$ cat config.mk
export PLATFORM = sky130hd
export DESIGN_NAME = tcp_segmentation_offload
export DESIGN_NICKNAME = d
export VERILOG_FILES = /design/src/rtl/core/tso_pkg.sv /design/src/rtl/core/tcp_segmentation_offload.sv /design/src/rtl/core/tso_alu.sv
export VERILOG_INCLUDE_DIRS = /design/src /design/src/rtl/core
export SDC_FILE = /design/constraint.sdc
export NUM_CORES = 1
export LEC_CHECK = 0
export BUFFER_PORTS_ARGS = -buffer_cell sky130_fd_sc_hd__buf_4
export CAP_MARGIN = 20
export CORE_ASPECT_RATIO = 1.2
export CORE_MARGIN = 2
export CORE_UTILIZATION = 35
export DETAILED_ROUTE_END_ITERATION = 12
export PLACE_DENSITY_LB_ADDON = 0.05
export SETUP_SLACK_MARGIN = 0.5
export SYNTH_ARGS = -nofsm -noshare
export SYNTH_HDL_FRONTEND = slang
export SYNTH_SLANG_ARGS = --single-unit
$ cat constraint.sdc
create_clock -name clk_i -period 7.3 [get_ports clk_i]
set_input_delay 0.73 -clock clk_i [delete_from_list [all_inputs] [get_ports clk_i]]
set_output_delay 0.73 -clock clk_i [all_outputs]
set_load 0.01 [all_outputs]
$ cat src/rtl/core/tcp_segmentation_offload_macros.svh
// assertion macros shared by the segmentation offload rtl
`ifndef TCP_SEGMENTATION_OFFLOAD_MACROS_SVH
`define TCP_SEGMENTATION_OFFLOAD_MACROS_SVH

// plain property, sampled on clk_i, off while in reset
`define TSO_ASSERT(label, prop, msg) \
  label: assert property (@(posedge clk_i) disable iff (!rst_ni) (prop)) else $error(msg);

// same-cycle implication
`define TSO_ASSERT_IMPL(label, ante, cons, msg) \
  label: assert property (@(posedge clk_i) disable iff (!rst_ni) (ante) |-> (cons)) \
    else $error(msg);

// next-cycle implication
`define TSO_ASSERT_NEXT(label, ante, cons, msg) \
  label: assert property (@(posedge clk_i) disable iff (!rst_ni) (ante) |=> (cons)) \
    else $error(msg);

`endif

$ cat src/rtl/core/tso_pkg.sv
// types, constants and codes of the segmentation offload block
package tso_pkg;

  localparam int MAX_SEGMENTS = 64;

  localparam int MAX_FRAME_W  = 14;
  localparam int GAP_W        = 7;
  localparam int CFG_IDX_W    = 2;
  localparam int CFG_DATA_W   = MAX_FRAME_W;
  // segment payload limit times segment count must fit the subtractor
  localparam int ALU_W        = MAX_FRAME_W + $clog2(MAX_SEGMENTS + 1);

  localparam logic [CFG_IDX_W-1:0] CFG_MAX_FRAME = 2'd0;
  localparam logic [CFG_IDX_W-1:0] CFG_GAP_BYTES = 2'd1;

  localparam logic [MAX_FRAME_W-1:0] MAX_FRAME_RST = 14'd1514;
  localparam logic [GAP_W-1:0]       GAP_RST       = 7'd8;

  localparam logic [15:0] ETYPE_IPV4   = 16'h0800;
  localparam logic [7:0]  PROTO_TCP    = 8'd6;
  localparam logic [7:0]  ETH_HDR_LEN  = 8'd14;
  localparam logic [7:0]  MASK_NOT_FIRST = 8'h7f;
  localparam logic [7:0]  MASK_NOT_LAST  = 8'hf6;

  typedef enum logic [1:0] {
    KIND_UNCHANGED = 2'd0,
    KIND_SINGLE    = 2'd1,
    KIND_SEGMENT   = 2'd2,
    KIND_MALFORMED = 2'd3
  } kind_e;

  typedef struct packed {
    logic [15:0] frame_len;
    logic [15:0] eth_type;
    logic [7:0]  ip_proto;
    logic [3:0]  ip_hdr_words;
    logic [3:0]  tcp_hdr_words;
    logic [15:0] ip_length_in;
    logic [31:0] seq_in;
    logic [7:0]  flags_in;
  } in_item_t;

  typedef struct packed {
    kind_e       kind;
    logic [7:0]  header_len;
    logic [15:0] payload_start;
    logic [15:0] payload_len;
    logic [15:0] ip_length_out;
    logic [31:0] seq_out;
    logic [7:0]  flags_out;
    logic        last;
  } out_item_t;

  typedef struct packed {
    logic [ALU_W-1:0] diff;
    logic             borrow;
    logic             zero;
  } alu_res_t;

endpackage

$ cat src/rtl/core/tcp_segmentation_offload.sv
// segmentation offload top level: sequencer, config registers, output register
//
//   channel  direction  handshake                 payload
//   in       input      in_valid_i / in_stall_o   tso_pkg::in_item_t
//   out      output     out_valid_o / out_stall_i tso_pkg::out_item_t
//   cfg      input      cfg_valid_i / cfg_ready_o cfg_index_i, cfg_data_i
//
// one packet at a time; the shared subtractor decides the class in states size,
// pay, mss and cnt, then one segment descriptor leaves per cycle unless stalled
// non-tcp frames skip them, single frames use size and pay, malformed end in
// mss or cnt; reset is asynchronous: sequencer idle, max frame 1514, gap_bytes 8
// out stall holds the output register and pauses the sequencer; a new packet is
// taken while the last result of the previous one still waits
`include "tcp_segmentation_offload_macros.svh"

module tcp_segmentation_offload (
  input  logic                            clk_i,
  input  logic                            rst_ni,
  input  logic                            in_valid_i,
  output logic                            in_stall_o,
  input  tso_pkg::in_item_t               in_data_i,
  output logic                            out_valid_o,
  input  logic                            out_stall_i,
  output tso_pkg::out_item_t              out_data_o,
  input  logic                            cfg_valid_i,
  output logic                            cfg_ready_o,
  input  logic [tso_pkg::CFG_IDX_W-1:0]   cfg_index_i,
  input  logic [tso_pkg::CFG_DATA_W-1:0]  cfg_data_i
);

  typedef enum logic [2:0] {
    S_IDLE,
    S_SIZE,
    S_PAY,
    S_MSS,
    S_CNT,
    S_SEG,
    S_ONE
  } state_e;

  localparam int AW = tso_pkg::ALU_W;

  state_e state_q;

  logic [tso_pkg::MAX_FRAME_W-1:0] max_frame_q;
  logic [tso_pkg::GAP_W-1:0]       gap_q;

  tso_pkg::kind_e kind_q;
  logic [7:0]  held_header_len_q;
  logic [15:0] held_frame_len_q;
  logic [15:0] ip_length_q;
  logic [31:0] running_seq_q;
  logic [7:0]  held_flags_q;
  logic [15:0] pay_q;
  logic [15:0] next_offset_q;
  logic [15:0] rem_q;
  logic [tso_pkg::MAX_FRAME_W-1:0] mss_q;
  logic        fits_q;
  logic        first_q;

  logic                 out_valid_q;
  tso_pkg::out_item_t   out_q;
  tso_pkg::out_item_t   out_d;

  logic [7:0]    hl_in;
  logic [AW-1:0] alu_a;
  logic [AW-1:0] alu_b;
  tso_pkg::alu_res_t alu_res;

  logic          in_xfer;
  logic          out_free;
  logic          out_load;
  logic          seg_last;
  logic [15:0]   seg_len;
  logic [16:0]   gap_sum;
  logic [7:0]    seg_flags;

  assign in_stall_o  = (state_q != S_IDLE);
  assign in_xfer     = in_valid_i && !in_stall_o;
  assign cfg_ready_o = 1'b1;
  assign out_valid_o = out_valid_q;
  assign out_data_o  = out_q;
  assign out_free    = !out_valid_q || !out_stall_i;
  assign out_load    = out_free && ((state_q == S_SEG) || (state_q == S_ONE));

  assign hl_in = tso_pkg::ETH_HDR_LEN + {2'b00, in_data_i.ip_hdr_words, 2'b00}
               + {2'b00, in_data_i.tcp_hdr_words, 2'b00};

  // operand selection for the shared subtractor
  always_comb begin
    unique case (state_q)
      S_SIZE: begin
        alu_a = AW'(max_frame_q);
        alu_b = AW'(held_frame_len_q);
      end
      S_PAY: begin
        alu_a = AW'(held_frame_len_q);
        alu_b = AW'(held_header_len_q);
      end
      S_MSS: begin
        alu_a = AW'(max_frame_q);
        alu_b = AW'(held_header_len_q);
      end
      S_CNT: begin
        alu_a = AW'(mss_q) * AW'(tso_pkg::MAX_SEGMENTS);
        alu_b = AW'(pay_q);
      end
      S_SEG: begin
        alu_a = AW'(mss_q);
        alu_b = AW'(rem_q);
      end
      default: begin
        alu_a = '0;
        alu_b = '0;
      end
    endcase
  end

  tso_alu u_alu (
    .a_i   (alu_a),
    .b_i   (alu_b),
    .res_o (alu_res)
  );

  // rem not above mss closes the packet
  assign seg_last = !alu_res.borrow;
  assign seg_len  = seg_last ? rem_q : 16'(mss_q);
  assign gap_sum  = {1'b0, ip_length_q} + 17'(gap_q);

  always_comb begin
    seg_flags = held_flags_q;
    if (!first_q) begin
      seg_flags = seg_flags & tso_pkg::MASK_NOT_FIRST;
    end
    if (!seg_last) begin
      seg_flags = seg_flags & tso_pkg::MASK_NOT_LAST;
    end
  end

  always_comb begin
    out_d = '0;
    out_d.last = 1'b1;
    if (state_q == S_SEG) begin
      out_d.kind          = tso_pkg::KIND_SEGMENT;
      out_d.header_len    = held_header_len_q;
      out_d.payload_start = next_offset_q;
      out_d.payload_len   = seg_len;
      out_d.ip_length_out = 16'(held_header_len_q - tso_pkg::ETH_HDR_LEN) + seg_len
                          + 16'(gap_q);
      out_d.seq_out       = running_seq_q;
      out_d.flags_out     = seg_flags;
      out_d.last          = seg_last;
    end else begin
      out_d.kind = kind_q;
      unique case (kind_q)
        tso_pkg::KIND_UNCHANGED: begin
          out_d.ip_length_out = ip_length_q;
          out_d.seq_out       = running_seq_q;
          out_d.flags_out     = held_flags_q;
        end
        tso_pkg::KIND_SINGLE: begin
          out_d.header_len    = held_header_len_q;
          out_d.payload_start = 16'(held_header_len_q);
          out_d.payload_len   = pay_q;
          out_d.ip_length_out = gap_sum[16] ? 16'hffff : gap_sum[15:0];
          out_d.seq_out       = running_seq_q;
          out_d.flags_out     = held_flags_q;
        end
        tso_pkg::KIND_SEGMENT, tso_pkg::KIND_MALFORMED: begin
          out_d.header_len = held_header_len_q;
        end
      endcase
    end
  end

  always_ff @(posedge clk_i or negedge rst_ni) begin
    if (!rst_ni) begin
      state_q           <= S_IDLE;
      max_frame_q       <= tso_pkg::MAX_FRAME_RST;
      gap_q             <= tso_pkg::GAP_RST;
      kind_q            <= tso_pkg::KIND_UNCHANGED;
      held_header_len_q <= '0;
      held_frame_len_q  <= '0;
      ip_length_q       <= '0;
      running_seq_q     <= '0;
      held_flags_q      <= '0;
      pay_q             <= '0;
      next_offset_q     <= '0;
      rem_q             <= '0;
      mss_q             <= '0;
      fits_q            <= 1'b0;
      first_q           <= 1'b0;
      out_valid_q       <= 1'b0;
      out_q             <= '0;
    end else begin
      if (cfg_valid_i && cfg_ready_o) begin
        unique case (cfg_index_i)
          tso_pkg::CFG_MAX_FRAME: max_frame_q <= cfg_data_i;
          tso_pkg::CFG_GAP_BYTES: gap_q <= cfg_data_i[tso_pkg::GAP_W-1:0];
          default: ;
        endcase
      end

      if (out_load) begin
        out_valid_q <= 1'b1;
        out_q       <= out_d;
      end else if (!out_stall_i) begin
        out_valid_q <= 1'b0;
      end

      unique case (state_q)
        S_IDLE: begin
          if (in_xfer) begin
            held_header_len_q <= hl_in;
            held_frame_len_q  <= in_data_i.frame_len;
            ip_length_q       <= in_data_i.ip_length_in;
            running_seq_q     <= in_data_i.seq_in;
            held_flags_q      <= in_data_i.flags_in;
            if (in_data_i.eth_type != tso_pkg::ETYPE_IPV4 ||
                in_data_i.ip_proto != tso_pkg::PROTO_TCP) begin
              kind_q  <= tso_pkg::KIND_UNCHANGED;
              state_q <= S_ONE;
            end else begin
              state_q <= S_SIZE;
            end
          end
        end
        S_SIZE: begin
          fits_q  <= !alu_res.borrow;
          state_q <= S_PAY;
        end
        S_PAY: begin
          if (fits_q) begin
            kind_q  <= tso_pkg::KIND_SINGLE;
            pay_q   <= alu_res.borrow ? 16'd0 : alu_res.diff[15:0];
            state_q <= S_ONE;
          end else begin
            pay_q   <= alu_res.diff[15:0];
            state_q <= S_MSS;
          end
        end
        S_MSS: begin
          if (alu_res.borrow || alu_res.zero) begin
            kind_q  <= tso_pkg::KIND_MALFORMED;
            state_q <= S_ONE;
          end else begin
            mss_q   <= alu_res.diff[tso_pkg::MAX_FRAME_W-1:0];
            state_q <= S_CNT;
          end
        end
        S_CNT: begin
          // payload beyond mss times the segment limit
          if (alu_res.borrow) begin
            kind_q  <= tso_pkg::KIND_MALFORMED;
            state_q <= S_ONE;
          end else begin
            kind_q        <= tso_pkg::KIND_SEGMENT;
            next_offset_q <= 16'(held_header_len_q);
            rem_q         <= pay_q;
            first_q       <= 1'b1;
            state_q       <= S_SEG;
          end
        end
        S_SEG: begin
          if (out_free) begin
            next_offset_q <= next_offset_q + seg_len;
            running_seq_q <= running_seq_q + 32'(seg_len);
            rem_q         <= rem_q - seg_len;
            first_q       <= 1'b0;
            if (seg_last) begin
              state_q <= S_IDLE;
            end
          end
        end
        S_ONE: begin
          if (out_free) begin
            state_q <= S_IDLE;
          end
        end
      endcase
    end
  end

  `TSO_ASSERT_IMPL(a_single_last, out_valid_q && out_q.kind != tso_pkg::KIND_SEGMENT,
    out_q.last, "non-segment result without last")
  `TSO_ASSERT_IMPL(a_seg_rem, state_q == S_SEG, rem_q != 16'd0,
    "segmenting with no payload left")
  `TSO_ASSERT_IMPL(a_seg_span, state_q == S_SEG,
    16'(next_offset_q + rem_q) == held_frame_len_q, "segment offset and remainder disagree")
  `TSO_ASSERT_NEXT(a_busy_after_xfer, in_xfer, state_q != S_IDLE,
    "sequencer idle right after an input transfer")

endmodule

$ cat src/rtl/core/tso_alu.sv
// shared subtract and compare unit of the segmentation sequencer
module tso_alu (
  input  logic [tso_pkg::ALU_W-1:0] a_i,
  input  logic [tso_pkg::ALU_W-1:0] b_i,
  output tso_pkg::alu_res_t         res_o
);

  logic [tso_pkg::ALU_W:0] full;

  assign full = {1'b0, a_i} - {1'b0, b_i};

  assign res_o.diff   = full[tso_pkg::ALU_W-1:0];
  assign res_o.borrow = full[tso_pkg::ALU_W];
  assign res_o.zero   = (full == '0);

endmodule

## Yosys cells after proc, flatten, opt, wreduce, memory -nomap -nowiden

Cells that the tools add are included.

- Register bits: 270
- Logic and storage cells: 127

- Muxes and demuxes: 42
- Eq/ne operators: 21
- Reductions and logical operators: 29
- Add/subtract/negate cells: 10
- Bitwise operators: 1

Operator list:

| kind | number |
|---|---|
| 16-bit 2-to-1 mux | 8 |
| 56-bit case mux with 2 select lines | 1 |
| 98-bit 2-to-1 mux | 1 |
| 20-bit case mux with 4 select lines | 1 |
| 32-bit 2-to-1 mux | 2 |
| 16-bit case mux with 2 select lines | 2 |
| 16-bit case mux with 4 select lines | 1 |
| 32-bit case mux with 2 select lines | 1 |
| 16-bit adder | 2 |
| 32-bit by 16-bit adder with 32-bit output | 1 |
| 24-bit 2-to-1 mux | 1 |
| 22-bit zero test | 1 |
| 3-bit case mux with 7 select lines | 1 |
| 20-bit by 16-bit subtractor with 21-bit output | 1 |
| 3-bit 2-to-1 mux | 6 |
| 16-bit by 7-bit adder with 17-bit output | 1 |
| 16-bit by 7-bit adder with 16-bit output | 1 |
| 8-bit 2-to-1 mux | 2 |
| 16-bit by 12-bit != test with 1-bit output (second input constant) | 1 |
| 2-bit != test (second input constant) | 8 |
| 16-bit subtractor | 1 |
| 2-bit 2-to-1 mux | 6 |
| 3-bit == test (second input constant) | 3 |
| 8-bit by 4-bit subtractor with 9-bit output (second input constant) | 1 |
| 27 further kinds | 49 |

## Longest topological paths before layout

- Depth after elaboration: 8
- Gate-level depth with buffers: 31

## Cells and area by module

Synthesis repeated with hierarchy kept, for this count alone.

- Cells, all modules: 2,016
- Area, all modules: 17,395.4 sq um

Modules (own cells, without submodules):

| module | area each (sq um) | instances | cells an instance | seq. area each (sq um) |
|---|---|---|---|---|
| tcp_segmentation_offload | 15,941.5 | 1 | 1,804 | 6,716.4 |
| tso_alu | 1,453.9 | 1 | 212 | 0.0 |

## Worst setup path before layout

No wires, ideal clock.

- Path type: reg2reg
- From: register state_q[0]
- To: register out_q (netlist bit out_data_o[56])
- Library setup time: 0.126 ns
- Arrival time: 6.603 ns
- Slack: 0.571 ns
- Path buffers: 4
- Cell stages (with the launch flop): 31
- Period minus slack after synthesis: 6.729 ns
- Path through: dfrtp_1 -> clkbuf_1 -> nor2b_1 -> clkbuf_1 -> clkbuf_1 -> a22oi_1 -> nor2_1 -> ha_1 -> inv_1 -> fa_1 -> a211oi_2 -> o21ai_1 -> a21o_1 -> a211oi_4 -> and2_0 -> clkbuf_1 -> a21oi_1 -> fa_1 -> inv_1 -> ha_1 -> fa_1 -> a21o_1 -> a21oi_1 -> o21ai_0 -> a31oi_1 -> nor2b_1 -> o21ai_0 -> a211o_1 -> o21ai_0 -> xnor2_1 -> a221o_1

- Cells in the longest elaborated chain, start to end: 8
- Elaborated cells between the ends (all ways): 17
- Those cells by class: add/sub (3); eq/ne (6); mux (4); reduce/logical (4)

Ends and longest elaborated chain:

| element | RTL line | RTL |
|---|---|---|
| start, declared | tcp_segmentation_offload.sv:43 | `state_e state_q;` |
| start signal, assigned | tcp_segmentation_offload.sv:178 | `state_q <= S_IDLE;` |
| start signal, assigned | tcp_segmentation_offload.sv:222 | `state_q <= S_ONE;` |
| start signal, assigned | tcp_segmentation_offload.sv:224 | `state_q <= S_SIZE;` |
| 3-bit by 2-bit == test with 1-bit output or 3-bit by 1-bit == test with 1-bit output (tied branches) | tcp_segmentation_offload.sv:91 | `unique case (state_q)` |
| 2-bit OR reduction (no source line) | -- |  |
| 20-bit case mux with 4 select lines or 16-bit case mux with 4 select lines (tied branches) | tcp_segmentation_offload.sv:91 |  |
| 20-bit by 16-bit subtractor with 21-bit output | tso_alu.sv:10 | `assign full = {1'b0, a_i} - {1'b0, b_i};` |
| 16-bit 2-to-1 mux | tcp_segmentation_offload.sv:127 | `assign seg_len = seg_last ? rem_q : 16'(mss_q);` |
| 16-bit adder | tcp_segmentation_offload.sv:148 | `out_d.ip_length_out = 16'(held_header_len_q - tso_pkg::ETH_HDR_LEN) + seg_len` |
| 16-bit by 7-bit adder with 16-bit output | tcp_segmentation_offload.sv:149 | `+ 16'(gap_q);` |
| 98-bit 2-to-1 mux | tcp_segmentation_offload.sv:143 | `if (state_q == S_SEG) begin` |
| end signal, assigned | tcp_segmentation_offload.sv:206 | `out_q <= out_d;` |
| end, declared | tcp_segmentation_offload.sv:62 | `tso_pkg::out_item_t out_q;` |

Several ways; a longest one is shown, not always the timed one.
A chain may end at the register's enable or synchronous reset.

## Final worst setup path

Ends and elaborated chain as after synthesis.

==> summary.md <==
| Metric | Value |
|---|---|
| Port Buffers | `about 220` |
| Number of violations of the max-capacitance limit | `0` |
| Max-slew violation count | `0` |
| Category of cells accounting for the largest share of critical-path delay | `compound AO/OA/AOI/OAI gates` |
| All-Layer GR Usage | `between 20% and 30%` |
| Slack of the worst reg-to-reg path | `approximately 0.82 ns` |
| Arrival time reported for the critical path endpoint | `~6.9 ns` |
| Transition time at the pin with the least slew margin | `around 1 ns` |
| Vias in the first global route | `15100` |
| Final Cell Area | `about 21000 sq um` |
| EDFF count, synth | `0` |
| First-pass GRT wire length | `92400 um` |
| Avg Inst Size Synth | `approximately 8.6 sq um` |
| Cell seen most often among critical-path stages | `sky130_fd_sc_hd__buf_4` |
| Number of endpoints with negative hold slack in the final report | `0` |
| Area delta synth->final | `21.9%` |
| Min cycle time layout | `around 6.5 ns` |
| Routed via count | `~15000` |
| Kind of end point of the critical path | `flip-flop` |
| Clock Tree Root | `sky130_fd_sc_hd__clkbuf_16` |
| Most common cell after layout, fill and taps aside | `sky130_fd_sc_hd__nand2_1` |
| Grt total ovfl | `0` |
| Yosys cell types | `slightly below 80` |
| Synthesized netlist net count | `roughly 2200` |
| Antenna diode instance count | `0` |
| Top-level port count | `about 230` |
| Crit Path Class | `reg -> reg` |
| Setup total negative slack | `0 ns` |
| Die width | `~210 um` |
| Largest net degree at the start of global routing | `approximately 80` |
| Wire per inst | `about 21 um` |
| TritonCTS clock tree | `yes` |
| Setup repair after global routing missed its margin | `false` |
| DRT Wirelength | `between 60000 and 70000 um` |
| Clock latency at the later pin of the worst-skew pair | `between 0.5 and 0.6 ns` |
| Fraction of synthesis flops using an asynchronous set or reset pin | `100%` |
| R2R Path Start | `state_q[0]$_DFFE_PN0P_` |
| Clock buffer count from CTS | `34` |
| Cell area after placement | `19600 sq um` |
| Remaining DRCs | `0` |
| Combined area of the multi-input logic cells | `roughly 9900 sq um` |
| Data required time at the worst endpoint | `7.73 ns` |
| Critical path fanouts, max | `23` |
| Setup clock skew after layout | `roughly 0.017 ns` |
| CP Launch Point | `state_q[0]$_DFFE_PN0P_` |
| Startpoint type of the worst setup path | `flip-flop` |
| Antenna violations before repair | `0` |
| Fmax | `154 MHz` |
| Crit share post-route | `approximately 89%` |
| Cells after Synth | `2000` |
| Top library cells by usage in the layout, fill and taps aside | `sky130_fd_sc_hd__nand2_1, sky130_fd_sc_hd__buf_4, sky130_fd_sc_hd__dfrtp_1` |
| Cell area after synthesis | `17100 sq um` |
| First DRT Iteration DRCs | `851` |
| Worst relative slew slack | `between 30% and 40%` |
| CP max stage delay | `0.57 ns` |
| Nets@finish | `~2400` |
| DR vias/cell | `between 5 and 6` |
| Iteration count of the initial detailed-routing pass | `5` |
| Die area | `around 50000 sq um` |
| Initial cell density of the core | `35.5%` |
| Sequential cell area | `approximately 6700 sq um` |
| Die height | `roughly 250 um` |
| Placeable core area | `48200 sq um` |
| Worst hold path type | `in -> async` |
| Sinks on Clock Net | `between 200 and 300` |
| Maximum buffer depth of the clock tree | `3` |
| Standard-cell rows | `between 80 and 90` |
| Number of setup violations in the final report | `0` |
| Post-route antenna net violation count | `0` |
| Filler cell count | `~5000` |
| Synth Flop Type | `sky130_fd_sc_hd__dfrtp_1` |
| Share of layout cells above drive strength 1 | `between 10% and 20%` |
| Deepest level of the CTS H-tree | `2` |
| Total of warnings raised by yosys | `0` |
| Slowest CP cell | `sky130_fd_sc_hd__dfrtp_4` |
| Detailed placer's ending HPWL | `around 45000 um` |
| CP Buf/Inv Count | `7` |
| CTS clk-pin slew, worst paths | `0.06 ns` |
| Sequential area share after synthesis | `~40%` |
| Gpl congestion | `~0.9` |
| Flops & latches, synth | `around 270` |
| Result of the run | `finished clean` |
synth_stat cells, types with 16 or more instances:
| master | instances | area [sq um] |
|---|---|---|
| sky130_fd_sc_hd__a22o_1 | 29 | 254 |
| sky130_fd_sc_hd__xnor2_1 | 34 | 298 |
| sky130_fd_sc_hd__nor3_1 | 41 | 205 |
| sky130_fd_sc_hd__xor2_1 | 36 | 315 |
| sky130_fd_sc_hd__a211oi_1 | 16 | 120 |
| sky130_fd_sc_hd__a21o_1 | 22 | 165 |
| sky130_fd_sc_hd__nand3_1 | 81 | 405 |
| sky130_fd_sc_hd__a21oi_1 | 127 | 636 |
| sky130_fd_sc_hd__dfrtp_1 | 260 | 6510 |
| sky130_fd_sc_hd__and3_1 | 18 | 113 |
| sky130_fd_sc_hd__nor2b_1 | 25 | 156 |
| sky130_fd_sc_hd__a31oi_1 | 37 | 231 |
| sky130_fd_sc_hd__clkbuf_1 | 99 | 372 |
| sky130_fd_sc_hd__mux2_2 | 43 | 484 |
| sky130_fd_sc_hd__ha_1 | 99 | 1240 |
| sky130_fd_sc_hd__nor2_1 | 158 | 593 |
| sky130_fd_sc_hd__inv_1 | 60 | 225 |
| sky130_fd_sc_hd__nand2b_1 | 16 | 100 |
| sky130_fd_sc_hd__a22oi_1 | 35 | 263 |
| sky130_fd_sc_hd__mux2i_1 | 26 | 260 |
| sky130_fd_sc_hd__nand2_1 | 379 | 1420 |
| sky130_fd_sc_hd__o21ai_0 | 133 | 666 |
| sky130_fd_sc_hd__o21a_1 | 17 | 128 |
state kept, by name (all words and copies together) (netlist names):
name	cells
rem_q	16
pay_q	16
out_valid_o	1
kind_q	2
next_offset_q	16
mss_q	14
held_flags_q	8
out_data_o	98
held_header_len_q	7
held_frame_len_q	16
max_frame_q	14
fits_q	1
gap_q	7
first_q	1
state_q	3
ip_length_q	16
running_seq_q	32
per-layer routing:
metal,global-route usage (%),part of all wire [%]
met5,0,0
met4,7.39,2.8
met3,3.20,4.2
met2,40.4,48
met1,31.8,45
worst paths after layout:
check	to	cells past startpoint
worst max-delay path	out_data_o[56]$_DFFE_PN0P_	28
worst min-delay path	out_data_o[86]$_DFFE_PN0P_	1
worst max register to register	out_data_o[56]$_DFFE_PN0P_	28
worst min register to register	out_data_o[28]$_DFFE_PN0P_	2
max in group asynchronous	state_q[0]$_DFFE_PN0P_	2
min in group clk_i	held_frame_len_q[7]$_DFFE_PN0P_	3
kinds of logic (layout without fill, tap and decap cells):
logic type	after synthesis	after routing	share of synthesized area, %
other cells	2	2	0.0439
buf+inv	179	398	4.03
compound gates	508	508	19.0
fa+ha+maj	112	112	8.77
simple gates	781	781	20.0
xor+xnor	70	70	3.59
mux	80	80	5.30
flops	268	268	39.3
final cells by class:
class	count	area share (%)
Multi-Input combinational cell	1553	47.3
Sequential cell	268	32.2
Timing Repair Buffer	278	10.1
Clock buffer	50	4.76
Tap cell	630	3.78
Inverter	60	1.08
Clock inverter	10	0.768
per-stage QoR:
stage / hold WS (ns) / instances / util, % / setup slack, ns
6_report: 0.154 / 2849 / 43.2 / 0.822
2_1_floorplan: 0.434 / 2000 / - / 0.571
3_3_place_gp: 0.451 / 2787 / 40.5 / 0.405
4_1_cts: 0.169 / 2848 / 43.0 / 0.482
5_1_grt: 0.194 / 2849 / 43.2 / 0.500
3_5_place_dp: 0.458 / 2788 / 40.6 / 0.347
what timing repair did:
item	4_1_cts	5_1_grt
hold endpoints to repair	0	0
pin swaps	0	3
setup buffers	0	1
setup endpoints to repair	12	24
hold buffers	0	0
resized for setup	6	25
Power is left out: the tool's default activity adds up to more than one toggle a clock period on the data nets, which glitch-free logic cannot reach.
